### config.mk
export PLATFORM = sky130hd
export DESIGN_NAME = apuf_acc
export DESIGN_NICKNAME = d
export VERILOG_FILES = /design/src/hw/rtl/apuf_pkg.sv /design/src/hw/rtl/apuf_acc.sv
export SDC_FILE = /design/constraint.sdc
export NUM_CORES = 1
export LEC_CHECK = 0
export ABC_AREA = 1
export BUFFER_PORTS_ARGS = -buffer_cell sky130_fd_sc_hd__buf_2
export CAP_MARGIN = 5
export CORE_ASPECT_RATIO = 0.75
export CORE_MARGIN = 5
export CORE_UTILIZATION = 45
export DETAILED_ROUTE_END_ITERATION = 12
export PLACE_DENSITY_LB_ADDON = 0.05
export SETUP_SLACK_MARGIN = 0.1
export SYNTH_ARGS = -nofsm -noshare
export SYNTH_HDL_FRONTEND = slang
export SYNTH_SLANG_ARGS = --single-unit
export TNS_END_PERCENT = 50
### constraint.sdc
create_clock -name i_clk -period 2.62 [get_ports i_clk]
set_input_delay 0.655 -clock i_clk [delete_from_list [all_inputs] [get_ports i_clk]]
set_output_delay 0.655 -clock i_clk [all_outputs]
set_load 0.01 [all_outputs]
### src/hw/rtl/apuf_pkg.sv
// ----------------------------------------------------------------------------
// apuf_pkg
// shared types and constants of the arbiter puf delay model
// ----------------------------------------------------------------------------
`default_nettype none

package apuf_pkg;

    localparam int STAGES_DEF  = 64;
    localparam int TABLE_DEPTH = 64;
    localparam int ADDR_W      = 6;
    localparam int DELAY_W     = 16;
    localparam int DIFF_W      = 22;
    localparam int CHAL_W      = 64;

    localparam logic FUNC_WRITE = 1'b0;
    localparam logic FUNC_EVAL  = 1'b1;

    localparam logic TABLE_ZERO = 1'b0;
    localparam logic TABLE_ONE  = 1'b1;

    typedef struct packed {
        logic clear;
        logic step;
        logic path_bit;
    } t_acc_ctl;

endpackage

`default_nettype wire

### src/hw/rtl/apuf_acc.sv
// ----------------------------------------------------------------------------
// apuf_acc
// running delay difference, one stage per step
// ----------------------------------------------------------------------------
`default_nettype none

module apuf_acc (
    input  wire logic                              i_clk,
    input  wire logic                              i_rst_n,
    input  wire apuf_pkg::t_acc_ctl                i_ctl,
    input  wire logic signed [apuf_pkg::DELAY_W-1:0] i_zero_delay,
    input  wire logic signed [apuf_pkg::DELAY_W-1:0] i_one_delay,
    output logic signed      [apuf_pkg::DIFF_W-1:0]  o_diff_next
);

    localparam int EXT_W = apuf_pkg::DIFF_W - apuf_pkg::DELAY_W;

    logic signed [apuf_pkg::DIFF_W-1:0] r_diff;
    logic signed [apuf_pkg::DIFF_W-1:0] zero_ext;
    logic signed [apuf_pkg::DIFF_W-1:0] one_ext;
    logic signed [apuf_pkg::DIFF_W-1:0] n_diff;

    assign zero_ext = {{EXT_W{i_zero_delay[apuf_pkg::DELAY_W-1]}}, i_zero_delay};
    assign one_ext  = {{EXT_W{i_one_delay[apuf_pkg::DELAY_W-1]}}, i_one_delay};

    // crossed path flips the sign of the difference
    always_comb begin
        if (i_ctl.path_bit) begin
            n_diff = one_ext - r_diff;
        end else begin
            n_diff = r_diff + zero_ext;
        end
    end

    assign o_diff_next = n_diff;

    always_ff @(posedge i_clk) begin
        if (!i_rst_n || i_ctl.clear) begin
            r_diff <= '0;
        end else if (i_ctl.step) begin
            r_diff <= n_diff;
        end
    end

endmodule

`default_nettype wire

==> results_dict.tcl <==
set metrics [dict create \
    final_util_pct 72.9 \
    htree_num_levels 1 \
    yosysWarnings 0 \
    grt_max_degree 30 \
    seq_area_frac_synth_pct 10.6 \
    overflow 0 \
    antenna_left 0 \
    slew_viol_final 0 \
    top_regs "r_diff (22)" \
    pwr-share-comb_pct 65.7 \
    placedCellCount 1000 \
    finalSetupViolCount 20 \
    p_sw_share_pct 41.6 \
    yosysTopAreaCell "nand2_1" \
    portBuffers 58 \
    gp_congestion 0.861 \
    path_clk_slew_ns 0.06 \
    synthCells 761 \
    antenna_found_initial 0 \
    place_ws_ns -0.322 \
    worst_clock_skew_ns 0.00274 \
    period_minus_slack_ns 2.84 \
    netlist-cell-type-count 36 \
    power_w 0.00216 \
    finalHoldViolations 0 \
    synth.area.top_cells "nand2_1, inv_1, ha_1" \
    syn_area_sq_um 4140 \
    drc 0 \
    cp.arrival_ns 2.18 \
    cts_tree "yes" \
    cap_violations 0 \
    total_leakage_power_nw 3.47 \
    clock-root-buffer "clkbuf_16" \
    fin_nets 1001 \
    final_cell_mix "nand2_1, inv_1, buf_4" \
    hold_buffers 0 \
    n_antenna_cell 0 \
    synth-seq-cells 22 \
    largest_reg_flops 22 \
    placed_area_sq_um 5150 \
    crit_type "in -> out" \
    max-slew-margin-rel_pct 42.8 \
    syn2layout_area_growth_pct 58.8 \
    routed_wl_mm 14.9 \
    finalWorstSetupSlack_ns -0.220 \
    first_iter_violations 337 \
    hp-class "reg -> reg" \
    clock_sink_count 22 \
    initial_core_util_pct 45.9 \
    fin_area_sq_um 6570 \
    clockBufferDepth 2 \
    vias 5253 \
    avgSynthCellArea_sq_um 5.44 \
    cp.required_ns 1.97 \
    syn_nets 842 \
    p_int_w 0.00126 \
    row_count 30 \
    die_h_um 93.0 \
    max_freq_mhz 352 \
    grt_pass1_vias 5028 \
    mostFrequentLayoutCell "nand2_1" \
    stdcell_count 1031 \
    drive_above_1_share_pct 42.0 \
    tightest_slew_ns 0.857 \
    cp-start-kind "input pin" \
    pwr_density_cell_nw_per_um2 328 \
    status "finished with violations" \
    violations "setup timing" \
    cts_made_buffers 3 \
    grtUsageTotal_pct 26.1 \
    pwr-share-clk_pct 16.7 \
    cp-end-kind "output pin" \
    p_sw_w 0.000897 \
    coreArea_sq_um 9010 \
    clock_latency_ns 0.26 \
    wire_per_inst_um 14.4 \
    dp_hpwl_mm 11.3 \
    drt_first_pass_iters 5 \
    yosys.area.top_type_share_pct 23.8 \
    largest-register "r_diff" \
    fin_crit_sh_pct 108 \
    viasPerCell 5.10 \
    grt_pass1_wl_mm 23.9 \
    dieWidth_um 121 \
    seqPwrFrac_pct 17.6 \
    ios 59 \
    reg2reg_slack_ns 0.07 \
    ir_worst_vdd_mv 0.218 \
    dieArea_sq_um 11200 \
    grt_setup_unrepaired "true" \
    cp_max_fo 3 \
]
-- power groups by stage --
stage          sequential [W]  combinational [W]  clock, W
4_1_cts              0.000379            0.00133  0.000360
2_1_floorplan        0.000368           0.000634         0
3_3_place_gp         0.000375            0.00102         0
5_1_grt              0.000381            0.00154  0.000371
6_report             0.000379            0.00142  0.000361
3_5_place_dp         0.000375            0.00103         0
-- final cells by class --
type / count / area [sq um]
clock buffers: 4 / 88.8
multi-input cells: 567 / 3980
inverters: 162 / 611
well taps: 112 / 140
fillers: 723 / 2440
flip-flops and latches: 22 / 462
repair buffers: 164 / 1290
-- critical path: stages --
cell and delay [ns]:
buf_6 0.08, inv_4 0.03, ha_4 0.16, buf_4 0.12, buf_4 0.12, inv_1 0.07, nand3_1 0.10, nand3_2 0.11
nand2_1 0.08, nand2_2 0.08, nand2_1 0.07, nand3_1 0.07, nand3_1 0.17, nand2_2 0.16, buf_6 0.11
-- per-layer routing --
layer	share of wire (%)	GRT usage, %
met1	48	36.3
met2	47	46.2
met3	3.9	1.09
met4	1.1	3.49
met5	0	0
-- what timing repair did --
item                                    4_1_cts  5_1_grt
endpoints found under the hold margin         0        0
endpoints found under the setup margin       20       22
pin swaps                                    98       33
resized for setup                           185       43
setup buffers                                23        4
-- synthesized netlist by cell type --
cell type,instances
and2_4,1
a21oi_2,4
clkbuf_2,1
a21oi_1,50
nor3_1,4
fa_1,2
o21bai_1,3
xor2_1,6
a21boi_0,1
nand2_1,262
nor4_1,1
clkbuf_1,2
nand3b_1,11
nand2_4,1
nor2_4,4
ha_1,42
o21ai_2,1
nand3_1,56
nor2_2,9
buf_6,1
nand2_2,14
o21ai_1,7
nor2_1,45
xnor2_1,2
inv_1,153
clkinv_1,1
inv_2,8
buf_4,1
nand3_2,13
dfxtp_1,22
o21bai_2,1
nand4_1,6
buf_2,5
and3_1,1
o22ai_1,1
o21ai_0,19
-- kinds of logic after synthesis --
logic type	count (synthesis)	share of synthesized area, %
flip-flops	22	10.6
adder cells (fa/ha/maj)	44	13.7
AO/OA/AOI/OAI	87	11.4
buffers and inverters	172	16.1
AND/OR/NAND/NOR	428	46.5
XOR/XNOR	8	1.69
-- stage by stage --
step	TNS [ns]	hold slack, ns
final	-2.80	0.636
after global routing	-4.48	0.674
after CTS	-2.05	0.628
after detailed placement	-4.57	0.599
after global placement	-4.21	0.590
after floorplan	0	0.535
-- path summary, 6_finish.rpt --
check,start,cells after the start,to
worst max register to register,r_diff[0],17,r_diff[8]
worst max-delay path,i_one_delay[0],15,o_diff_next[11]
worst min-delay path,r_diff[1],2,r_diff[1]
worst min register to register,r_diff[1],2,r_diff[1]
Power figures use the tool's default switching activity.
